## src/design/pwl_pixel_compress_defines.svh

```systemverilog
// ----------------------------------------------------------------------------
// pwl_pixel_compress_defines
// Assertion macros shared by the pixel compressor; clocked on clk and
// disabled while rst is high.
// ----------------------------------------------------------------------------
`ifndef PWL_PIXEL_COMPRESS_DEFINES_SVH
`define PWL_PIXEL_COMPRESS_DEFINES_SVH

// same-cycle implication
`define PWLPC_ASSERT_NOW(label, ante, cons, msg) \
  label: assert property (@(posedge clk) disable iff (rst) (ante) |-> (cons)) \
    else $error(msg);

// next-cycle implication
`define PWLPC_ASSERT_NEXT(label, ante, cons, msg) \
  label: assert property (@(posedge clk) disable iff (rst) (ante) |=> (cons)) \
    else $error(msg);

`endif

```

## src/design/pwlpc_pkg.sv

```systemverilog
// ----------------------------------------------------------------------------
// pwlpc_pkg
// Widths, register indexes, configuration record and curve helpers of the
// piecewise linear pixel compressor.
// ----------------------------------------------------------------------------
package pwlpc_pkg;

  localparam int PIXEL_W    = 32;
  localparam int CODE_W     = 16;
  localparam int GAIN_W     = 32;
  localparam int NUM_X_REGS = 4;
  localparam int PT_IDX_W   = 2;
  localparam int NPTS_W     = 3;
  localparam int YS_W       = NUM_X_REGS * CODE_W;
  localparam int CFG_IDX_W  = 3;
  localparam int CFG_DATA_W = 64;
  localparam int PROD_W     = 2 * PIXEL_W;

  localparam int MAX_POINTS_DEF     = 4;
  localparam int GAIN_FRAC_BITS_DEF = 16;

  // register indexes of the configuration port
  typedef enum logic [CFG_IDX_W-1:0] {
    REG_NUM_POINTS = 3'd0,
    REG_POINT_X0   = 3'd1,
    REG_POINT_X1   = 3'd2,
    REG_POINT_X2   = 3'd3,
    REG_POINT_X3   = 3'd4,
    REG_POINT_YS   = 3'd5
  } cfg_reg_t;

  // live curve settings
  typedef struct packed {
    logic [NPTS_W-1:0]                  num_points;
    logic [NUM_X_REGS-1:0][PIXEL_W-1:0] point_x;
    logic [YS_W-1:0]                    point_ys;
  } cfg_t;

  // index of the last control point in use, count clamped to 1..max_points
  function automatic logic [PT_IDX_W-1:0] last_point(input logic [NPTS_W-1:0] num_points,
                                                     input int max_points);
    logic [NPTS_W-1:0] n;
    n = num_points;
    if (n == '0) n = NPTS_W'(1);
    if (n > NPTS_W'(max_points)) n = NPTS_W'(max_points);
    return PT_IDX_W'(n - NPTS_W'(1));
  endfunction

  // y of control point k
  function automatic logic [CODE_W-1:0] y_of(input logic [YS_W-1:0] ys,
                                             input logic [PT_IDX_W-1:0] k);
    return ys[CODE_W*k +: CODE_W];
  endfunction

endpackage

```

## src/design/pwl_pixel_compress.sv

```systemverilog
// ----------------------------------------------------------------------------
// pwl_pixel_compress
// Piecewise linear pixel compressor: 32-bit pixels to 16-bit codes through a
// curve of up to four control points, with per-segment gains from a divider.
//
//   channel   dir   payload                       handshake
//   s_*       in    tdata=pixel, tlast=frame_end  tvalid/tready
//   m_*       out   tdata=code, tlast=frame_end   tvalid/tready
//   cfg_*     in    index 0..5, 64-bit data       cfg_we, no read-back
//
// One pixel per cycle while no gain pass runs and m_tready does not stall;
// each result is registered in stage 1, stage 2, stage 3 and the output.
// After reset and after each register write the gain divider works through at
// most MAX_POINTS-1 segments, each a load step and then one step per numerator
// bit, and s_tready stays low until it finishes.
// A stall on m_tready fills the bubbles and then holds every stage.
// ----------------------------------------------------------------------------
`include "pwl_pixel_compress_defines.svh"

module pwl_pixel_compress import pwlpc_pkg::*; #(
  parameter int MAX_POINTS     = MAX_POINTS_DEF,
  parameter int GAIN_FRAC_BITS = GAIN_FRAC_BITS_DEF
) (
  input  logic                  clk,
  input  logic                  rst,
  input  logic                  cfg_we,
  input  logic [CFG_IDX_W-1:0]  cfg_index,
  input  logic [CFG_DATA_W-1:0] cfg_data,
  input  logic                  s_tvalid,
  output logic                  s_tready,
  input  logic [PIXEL_W-1:0]    s_tdata,   // pixel
  input  logic                  s_tlast,   // frame_end
  output logic                  m_tvalid,
  input  logic                  m_tready,
  output logic [CODE_W-1:0]     m_tdata,   // code
  output logic                  m_tlast    // frame_end_out
);

  cfg_t                              cfg;
  logic                              restart;
  logic                              busy;
  logic [MAX_POINTS-2:0][GAIN_W-1:0] gains;

  // a write to a defined register starts a new gain pass
  assign restart = cfg_we && (cfg_index <= REG_POINT_YS);

  // configuration registers
  always_ff @(posedge clk) begin
    if (rst) begin
      cfg.num_points <= NPTS_W'(2);
      cfg.point_x[0] <= '0;
      cfg.point_x[1] <= '1;
      cfg.point_x[2] <= '0;
      cfg.point_x[3] <= '0;
      cfg.point_ys   <= YS_W'(64'hFFFF_0000);
    end else if (cfg_we) begin
      unique case (cfg_index)
        REG_NUM_POINTS: cfg.num_points <= cfg_data[NPTS_W-1:0];
        REG_POINT_X0:   cfg.point_x[0] <= cfg_data[PIXEL_W-1:0];
        REG_POINT_X1:   cfg.point_x[1] <= cfg_data[PIXEL_W-1:0];
        REG_POINT_X2:   cfg.point_x[2] <= cfg_data[PIXEL_W-1:0];
        REG_POINT_X3:   cfg.point_x[3] <= cfg_data[PIXEL_W-1:0];
        REG_POINT_YS:   cfg.point_ys   <= cfg_data[YS_W-1:0];
        default: begin
        end
      endcase
    end
  end

  // gain divider
  pwlpc_gain_div #(
    .MAX_POINTS     (MAX_POINTS),
    .GAIN_FRAC_BITS (GAIN_FRAC_BITS)
  ) u_gain_div (
    .clk     (clk),
    .rst     (rst),
    .cfg     (cfg),
    .restart (restart),
    .busy    (busy),
    .gains   (gains)
  );

  // pixel pipeline
  pwlpc_pipe #(
    .MAX_POINTS     (MAX_POINTS),
    .GAIN_FRAC_BITS (GAIN_FRAC_BITS)
  ) u_pipe (
    .clk      (clk),
    .rst      (rst),
    .cfg      (cfg),
    .gains    (gains),
    .busy     (busy),
    .s_tvalid (s_tvalid),
    .s_tready (s_tready),
    .s_tdata  (s_tdata),
    .s_tlast  (s_tlast),
    .m_tvalid (m_tvalid),
    .m_tready (m_tready),
    .m_tdata  (m_tdata),
    .m_tlast  (m_tlast)
  );

  // checks
  `PWLPC_ASSERT_NEXT(a_write_starts_pass, restart, busy, "register write did not start gain pass")
  `PWLPC_ASSERT_NOW(a_pass_after_reset, $fell(rst), busy, "no gain pass after reset")
  `PWLPC_ASSERT_NOW(a_no_pixel_in_pass, busy, !(s_tvalid && s_tready), "pixel taken during gain pass")

endmodule

```

## src/design/pwlpc_gain_div.sv

```systemverilog
// ----------------------------------------------------------------------------
// pwlpc_gain_div
// Segment gain sequencer: walks the segments and runs a restoring divider,
// one quotient bit per cycle, for round(dy * 2^F / dx) with saturation.
// ----------------------------------------------------------------------------
module pwlpc_gain_div import pwlpc_pkg::*; #(
  parameter int MAX_POINTS     = MAX_POINTS_DEF,
  parameter int GAIN_FRAC_BITS = GAIN_FRAC_BITS_DEF
) (
  input  logic                                  clk,
  input  logic                                  rst,
  input  cfg_t                                  cfg,
  input  logic                                  restart,
  output logic                                  busy,
  output logic [MAX_POINTS-2:0][GAIN_W-1:0]     gains
);

  localparam int NSEG  = MAX_POINTS - 1;
  localparam int SEG_W = (NSEG > 1) ? $clog2(NSEG) : 1;
  localparam int NUM_W = ((GAIN_FRAC_BITS + CODE_W > PIXEL_W - 1) ?
                          (GAIN_FRAC_BITS + CODE_W) : (PIXEL_W - 1)) + 1;
  localparam int CNT_W = $clog2(NUM_W);

  typedef enum logic [2:0] {
    ST_IDLE = 3'b001,
    ST_LOAD = 3'b010,
    ST_DIV  = 3'b100
  } div_state_t;

  div_state_t          state;
  logic [SEG_W-1:0]    seg;
  logic [CNT_W-1:0]    cnt;
  logic [PIXEL_W-1:0]  dvs;
  logic [PIXEL_W-1:0]  rem;
  logic [NUM_W-1:0]    quo;

  logic [PT_IDX_W-1:0] pt_l, pt_r, last_pt;
  logic [PIXEL_W-1:0]  xl, xr, span;
  logic [CODE_W-1:0]   yl, yr, dy;
  logic                seg_ok, seg_last;
  logic [NUM_W-1:0]    num_init;
  logic [PIXEL_W:0]    trial, trial_sub;
  logic                take;
  logic [PIXEL_W-1:0]  rem_nx;
  logic [NUM_W-1:0]    quo_nx;
  logic [PROD_W-1:0]   q_ext;
  logic [GAIN_W-1:0]   q_sat;

  // operands of the current segment
  always_comb begin
    pt_l     = PT_IDX_W'(seg);
    pt_r     = pt_l + PT_IDX_W'(1);
    last_pt  = last_point(cfg.num_points, MAX_POINTS);
    xl       = cfg.point_x[pt_l];
    xr       = cfg.point_x[pt_r];
    yl       = y_of(cfg.point_ys, pt_l);
    yr       = y_of(cfg.point_ys, pt_r);
    span     = xr - xl;
    dy       = yr - yl;
    seg_ok   = (pt_r <= last_pt) && (xr > xl) && (yr >= yl);
    seg_last = (seg == SEG_W'(NSEG - 1));
    num_init = (NUM_W'(dy) << GAIN_FRAC_BITS) + NUM_W'(span >> 1);
  end

  // one restoring division step
  always_comb begin
    trial     = {rem, quo[NUM_W-1]};
    trial_sub = trial - {1'b0, dvs};
    take      = (trial >= {1'b0, dvs});
    rem_nx    = take ? trial_sub[PIXEL_W-1:0] : trial[PIXEL_W-1:0];
    quo_nx    = {quo[NUM_W-2:0], take};
    q_ext     = PROD_W'(quo_nx);
    q_sat     = (|q_ext[PROD_W-1:GAIN_W]) ? '1 : q_ext[GAIN_W-1:0];
  end

  // sequencer, restarted by reset and by every write to a defined register
  always_ff @(posedge clk) begin
    if (rst) begin
      state <= ST_LOAD;
      seg   <= '0;
    end else if (restart) begin
      state <= ST_LOAD;
      seg   <= '0;
    end else begin
      unique case (state)
        ST_IDLE: begin
        end
        ST_LOAD: begin
          if (seg_ok) begin
            state <= ST_DIV;
          end else if (seg_last) begin
            state <= ST_IDLE;
          end else begin
            seg <= seg + SEG_W'(1);
          end
        end
        ST_DIV: begin
          if (cnt == '0) begin
            if (seg_last) begin
              state <= ST_IDLE;
            end else begin
              state <= ST_LOAD;
              seg   <= seg + SEG_W'(1);
            end
          end
        end
        default: state <= ST_IDLE;
      endcase
    end
  end

  // divider datapath and gain table
  always_ff @(posedge clk) begin
    if (state == ST_LOAD) begin
      dvs <= span;
      rem <= '0;
      quo <= num_init;
      cnt <= CNT_W'(NUM_W - 1);
      if (!seg_ok) gains[seg] <= '0;
    end else if (state == ST_DIV) begin
      rem <= rem_nx;
      quo <= quo_nx;
      cnt <= cnt - CNT_W'(1);
      if (cnt == '0) gains[seg] <= q_sat;
    end
  end

  assign busy = (state != ST_IDLE);

endmodule

```

## src/design/pwlpc_pipe.sv

```systemverilog
// ----------------------------------------------------------------------------
// pwlpc_pipe
// Four-stage pixel pipeline: range compare and segment pick, offset and
// operand select, gain multiply, round, add and saturate.
// ----------------------------------------------------------------------------
module pwlpc_pipe import pwlpc_pkg::*; #(
  parameter int MAX_POINTS     = MAX_POINTS_DEF,
  parameter int GAIN_FRAC_BITS = GAIN_FRAC_BITS_DEF
) (
  input  logic                              clk,
  input  logic                              rst,
  input  cfg_t                              cfg,
  input  logic [MAX_POINTS-2:0][GAIN_W-1:0] gains,
  input  logic                              busy,
  input  logic                              s_tvalid,
  output logic                              s_tready,
  input  logic [PIXEL_W-1:0]                s_tdata,   // pixel
  input  logic                              s_tlast,   // frame_end
  output logic                              m_tvalid,
  input  logic                              m_tready,
  output logic [CODE_W-1:0]                 m_tdata,   // code
  output logic                              m_tlast    // frame_end_out
);

  localparam int NSEG  = MAX_POINTS - 1;
  localparam int SEG_W = (NSEG > 1) ? $clog2(NSEG) : 1;
  localparam logic [PROD_W-1:0] HALF = PROD_W'(1) << (GAIN_FRAC_BITS - 1);

  typedef enum logic [1:0] {
    MODE_FIRST = 2'd0,
    MODE_LAST  = 2'd1,
    MODE_SEG   = 2'd2
  } pix_mode_t;

  logic rdy1, rdy2, rdy3, rdy4;
  logic v1, v2, v3;

  // stage 1 registers
  logic [PIXEL_W-1:0]  p1_pixel;
  logic                p1_last;
  pix_mode_t           p1_mode;
  logic [SEG_W-1:0]    p1_seg;
  // stage 2 registers
  logic [PIXEL_W-1:0]  p2_dx;
  logic [GAIN_W-1:0]   p2_gain;
  logic [CODE_W-1:0]   p2_y;
  logic                p2_last;
  // stage 3 registers
  logic [PROD_W-1:0]   p3_prod;
  logic [CODE_W-1:0]   p3_y;
  logic                p3_last;

  logic [PT_IDX_W-1:0] last_pt;
  pix_mode_t           mode0;
  logic [SEG_W-1:0]    seg0;
  logic [PT_IDX_W-1:0] seg_pt;
  logic [PIXEL_W-1:0]  dx1;
  logic [CODE_W-1:0]   y1;
  logic [PROD_W-1:0]   inc;
  logic [CODE_W:0]     sum;
  logic [CODE_W-1:0]   code;

  // backpressure chain
  assign rdy4     = !m_tvalid || m_tready;
  assign rdy3     = !v3 || rdy4;
  assign rdy2     = !v2 || rdy3;
  assign rdy1     = !v1 || rdy2;
  assign s_tready = rdy1 && !busy;

  assign last_pt = last_point(cfg.num_points, MAX_POINTS);

  // stage 0: clamp compares and highest segment start at or below the pixel
  always_comb begin
    seg0 = '0;
    for (int j = 0; j < NSEG; j++) begin
      if ((PT_IDX_W'(j + 1) <= last_pt) && (cfg.point_x[j] <= s_tdata)) seg0 = SEG_W'(j);
    end
    if (s_tdata <= cfg.point_x[0]) mode0 = MODE_FIRST;
    else if (s_tdata >= cfg.point_x[last_pt]) mode0 = MODE_LAST;
    else mode0 = MODE_SEG;
  end

  // stage 1: offset into the segment; clamped pixels get a zero offset
  always_comb begin
    seg_pt = PT_IDX_W'(p1_seg);
    case (p1_mode)
      MODE_FIRST: begin
        dx1 = '0;
        y1  = y_of(cfg.point_ys, '0);
      end
      MODE_LAST: begin
        dx1 = '0;
        y1  = y_of(cfg.point_ys, last_pt);
      end
      default: begin
        dx1 = p1_pixel - cfg.point_x[seg_pt];
        y1  = y_of(cfg.point_ys, seg_pt);
      end
    endcase
  end

  // stage 3: round, add to the segment start and saturate
  always_comb begin
    inc  = (p3_prod + HALF) >> GAIN_FRAC_BITS;
    sum  = {1'b0, p3_y} + {1'b0, inc[CODE_W-1:0]};
    code = ((|inc[PROD_W-1:CODE_W]) || sum[CODE_W]) ? '1 : sum[CODE_W-1:0];
  end

  // valid bits
  always_ff @(posedge clk) begin
    if (rst) begin
      v1       <= 1'b0;
      v2       <= 1'b0;
      v3       <= 1'b0;
      m_tvalid <= 1'b0;
    end else begin
      if (rdy1) v1 <= s_tvalid && s_tready;
      if (rdy2) v2 <= v1;
      if (rdy3) v3 <= v2;
      if (rdy4) m_tvalid <= v3;
    end
  end

  // payload stages
  always_ff @(posedge clk) begin
    if (rdy1) begin
      p1_pixel <= s_tdata;
      p1_last  <= s_tlast;
      p1_mode  <= mode0;
      p1_seg   <= seg0;
    end
    if (rdy2) begin
      p2_dx   <= dx1;
      p2_gain <= gains[p1_seg];
      p2_y    <= y1;
      p2_last <= p1_last;
    end
    if (rdy3) begin
      p3_prod <= PROD_W'(p2_dx) * PROD_W'(p2_gain);
      p3_y    <= p2_y;
      p3_last <= p2_last;
    end
    if (rdy4) begin
      m_tdata <= code;
      m_tlast <= p3_last;
    end
  end

endmodule

```

## config.mk

```make
export PLATFORM = sky130hd
export DESIGN_NAME = pwl_pixel_compress
export DESIGN_NICKNAME = d
export VERILOG_FILES = /design/src/design/pwlpc_pkg.sv /design/src/design/pwl_pixel_compress.sv /design/src/design/pwlpc_gain_div.sv /design/src/design/pwlpc_pipe.sv
export VERILOG_INCLUDE_DIRS = /design/src /design/src/design
export SDC_FILE = /design/constraint.sdc
export NUM_CORES = 2
export LEC_CHECK = 0
export BUFFER_PORTS_ARGS = -buffer_cell sky130_fd_sc_hd__buf_2
export CORE_MARGIN = 5
export CORE_UTILIZATION = 65
export DETAILED_ROUTE_END_ITERATION = 8
export GPL_TIMING_DRIVEN = 0
export PLACE_DENSITY = 0.82
export SYNTH_ARGS = -nofsm -noshare
export SYNTH_HDL_FRONTEND = slang
export SYNTH_SLANG_ARGS = --single-unit
```

## constraint.sdc

```tcl
create_clock -name clk -period 10.7 [get_ports clk]
set_clock_uncertainty 0.05 [all_clocks]
set_input_delay 2.675 -clock clk [delete_from_list [all_inputs] [get_ports clk]]
set_output_delay 2.675 -clock clk [all_outputs]
set_load 0.05 [all_outputs]
```

==> flow_metrics.env <==
export IMPL_synth_fp_nets=9060
export IMPL_die_area_um2=115000
export IMPL_drive_above_1_share=0.0574
export IMPL_synth_flop_cell="edfxtp_1"
export IMPL_cp_max_fo=10
export IMPL_hold_depth=0
export IMPL_drcViolationCount=0
export IMPL_synth_cell_types=95
export IMPL_final_hold_viol_count=0
export IMPL_setup_violations=0
export IMPL_hpwl_um=199000
export IMPL_numCtsBuffers=69
export IMPL_finalWirelength_um=246000
export IMPL_cts_max_level=3
export IMPL_vias_per_cell=6.39
export IMPL_cts_sinks=604
export IMPL_worst_ep_required_time_ps=11090
export IMPL_boundaryPins=124
export IMPL_synth_edf_count=362
export IMPL_cts_root_buf="clkbuf_16"
export IMPL_fin_setup_tns_ps=0
export IMPL_hp_class="reg2reg"
export IMPL_grt_overflow=0
export IMPL_place_congestion=1.11
export IMPL_cp_data_arrival_time_ps=10510
export IMPL_endpoint_kind="flip-flop"
export IMPL_netlist_instances=7516
export IMPL_status="complete, no violations"
export IMPL_die_h_um=339
export IMPL_slew_viol_final=0
export IMPL_clk_pin_slew_worst_paths_ps=60
export IMPL_nNetsFinal=9256
export IMPL_max_clock_path_buffers=3
export IMPL_startpoint_type="flip-flop"
export IMPL_synth_warnings=0
export IMPL_ys_seq_area_frac=0.223
export IMPL_ctsResizeCount=0
export IMPL_netlist_area_um2=70500
export IMPL_final_common_cell="nand2_1"
export IMPL_core_area_um2=107000
export IMPL_ys_ff_latch=604
export IMPL_rows=120
export IMPL_syn_avg_cell_area_um2=9.38
export IMPL_die_w_um=339
export IMPL_clk_latency_ps=680
export IMPL_worstMarginPinSlew_ps=1280
export IMPL_grt_max_degree=67
export IMPL_worstSetupPathType="reg2reg"
export IMPL_first_pass_iters=8
export IMPL_syn2layout_area_growth_pct=6.87
export IMPL_antenna_found_initial=27
export IMPL_wl_per_cell_um=26.8
export IMPL_grt_pass1_wl_um=366000
export IMPL_min_period_ps=10120
export IMPL_grtUsageTotal=0.426
export IMPL_n_fill_cell=8239
export IMPL_async_flop_share=0
export IMPL_mostFrequentLayoutCells="nand2_1 (1,231), inv_1 (1,130), fa_1 (901), and2_1 (604), ha_1 (538)"
export IMPL_cts_hold_repair_buffers=0
export IMPL_rsz0062_at_grt="no"
export IMPL_reg2reg_depth=22
export IMPL_slew_headroom=0.134
export IMPL_initial_core_util=0.657
export IMPL_fin_crit_sh=0.946
export IMPL_cts_tree="yes"
export IMPL_detail_route_antenna_nets=0
export IMPL_first_global_vias=59000
export IMPL_max_freq_mhz=98.8
export IMPL_cap_viol_max_count=0
export IMPL_route_vias_total=58700
export IMPL_post_cts_buffers=0
export IMPL_place_port_buffers=121
export IMPL_drt_iter0_drc=7376
flip-flops by register name (all words and copies together) (netlist names), 2 cells and up:
name              count
cfg                 195
u_gain_div.cnt        6
u_gain_div.dvs       32
u_gain_div.gains     96
u_gain_div.pt_l       2
u_gain_div.quo       33
u_gain_div.rem       32
u_gain_div.state      3
u_pipe.m_tdata       16
u_pipe.p1_mode        2
u_pipe.p1_pixel      32
u_pipe.p1_seg         2
u_pipe.p2_dx         32
u_pipe.p2_gain       32
u_pipe.p2_y          16
u_pipe.p3_prod       49
u_pipe.p3_y          16
final timing paths:
path / endpoint / startpoint / slack (ps)
worst max-delay path: u_pipe.p3_prod[27]$_DFFE_PP_ / u_pipe.p2_gain[7]$_DFFE_PP_ / 580
worst max register to register: u_pipe.p3_prod[27]$_DFFE_PP_ / u_pipe.p2_gain[7]$_DFFE_PP_ / 580
worst min-delay path: u_pipe.p3_y[11]$_DFFE_PP_ / u_pipe.p2_y[11]$_DFFE_PP_ / 370
worst min register to register: u_pipe.p3_y[11]$_DFFE_PP_ / u_pipe.p2_y[11]$_DFFE_PP_ / 370
final cells by class:
type / instances / area, um2 / share of cell area
Buffer: 385 / 1460 / 0.0193
Tap cell: 1403 / 1760 / 0.0233
Inverter: 1134 / 4260 / 0.0565
Multi-Input combinational cell: 5393 / 49100 / 0.652
Sequential cell: 604 / 15700 / 0.209
Timing Repair Buffer: 125 / 708 / 0.00940
Clock buffer: 92 / 1950 / 0.0258
Antenna cell: 16 / 40.0 / 0.000531
Clock inverter: 33 / 358 / 0.00475
metrics by stage:
step | hold slack [ps] | setup slack (ps) | instance area [um2] | cells | utilization
6_report | 367 | 581 | 75300 | 9185 | 0.702
5_1_grt | 381 | 413 | 75300 | 9173 | 0.701
4_1_cts | 369 | 1130 | 75300 | 9169 | 0.701
3_5_place_dp | 355 | 1150 | 73000 | 9044 | 0.680
3_3_place_gp | 350 | 826 | 72900 | 9040 | 0.679
2_1_floorplan | 350 | 3230 | 70500 | 7516 | -
cells in the mapped netlist, drive strengths merged (6+ instances only):
cell	n	area [um2]
nand3	75	398
o21bai	19	143
fa	901	18000
nor3	55	275
xnor2	115	1010
nand2b	42	263
nand4	58	363
xor2	63	552
mux4	160	3600
inv	1132	4250
o211ai	7	52.6
o21ai	278	1400
a211oi	16	120
and4	14	125
a21boi	14	105
nor3b	11	82.6
a211o	42	368
a31o	8	70.1
mux2i	64	641
and3	21	131
or3	14	87.6
nand3b	23	173
or2	11	71.3
a21o	137	1030
ha	538	6730
nor2b	93	582
a2111oi	8	71.3
and2	606	3790
nor4	11	105
buf	35	143
edfxtp	362	10900
o311ai	6	60.1
o22ai	20	125
nor2	241	907
a22oi	8	60.1
dfxtp	242	4840
o41ai	6	52.6
a31oi	24	150
a21oi	330	1660
a41oi	6	52.6
clkbuf	350	1310
o21a	37	278
nand2	1234	4630
o31ai	10	80.1
critical path, cell delays in order (launching register included):
cell      delay, ps
edfxtp_1        670
clkbuf_1        930
and2_1          270
fa_1            440
fa_1            440
fa_1            550
inv_1            50
fa_1            480
inv_1            50
fa_1            470
fa_1            620
fa_1            450
fa_1            450
ha_1            280
clkbuf_1        520
nand4_1         230
a21oi_1         640
a311oi_1         90
o21ai_0         950
a31oi_1         540
nor2b_1         320
nor2_1           80
xnor2_1         330
logic make-up (layout without fill, tap and decap cells):
group / Yosys count / count (layout) / synth area share
AOI/OAI and AO/OA: 1025 / 1025 / 0.0899
xor gates and xnor gates: 178 / 178 / 0.0221
adders and majority gates: 1439 / 1439 / 0.351
buffers and inverters: 1519 / 1769 / 0.0810
DFF: 604 / 604 / 0.223
muxes: 226 / 226 / 0.0605
other: 0 / 16 / 0
and+or+nand+nor: 2525 / 2525 / 0.172
layer usage:
metal  global-route usage  share of wire  up-vias
li1                     -              -    24800
met1                0.501           0.33    28400
met2                0.634           0.42     4283
met3                0.134           0.13     1251
met4                0.368           0.12       10
met5              0.00625        0.00078        -
Power is left out: the tool's default activity adds up to more than one toggle a clock period on the data nets, which glitch-free logic cannot reach.
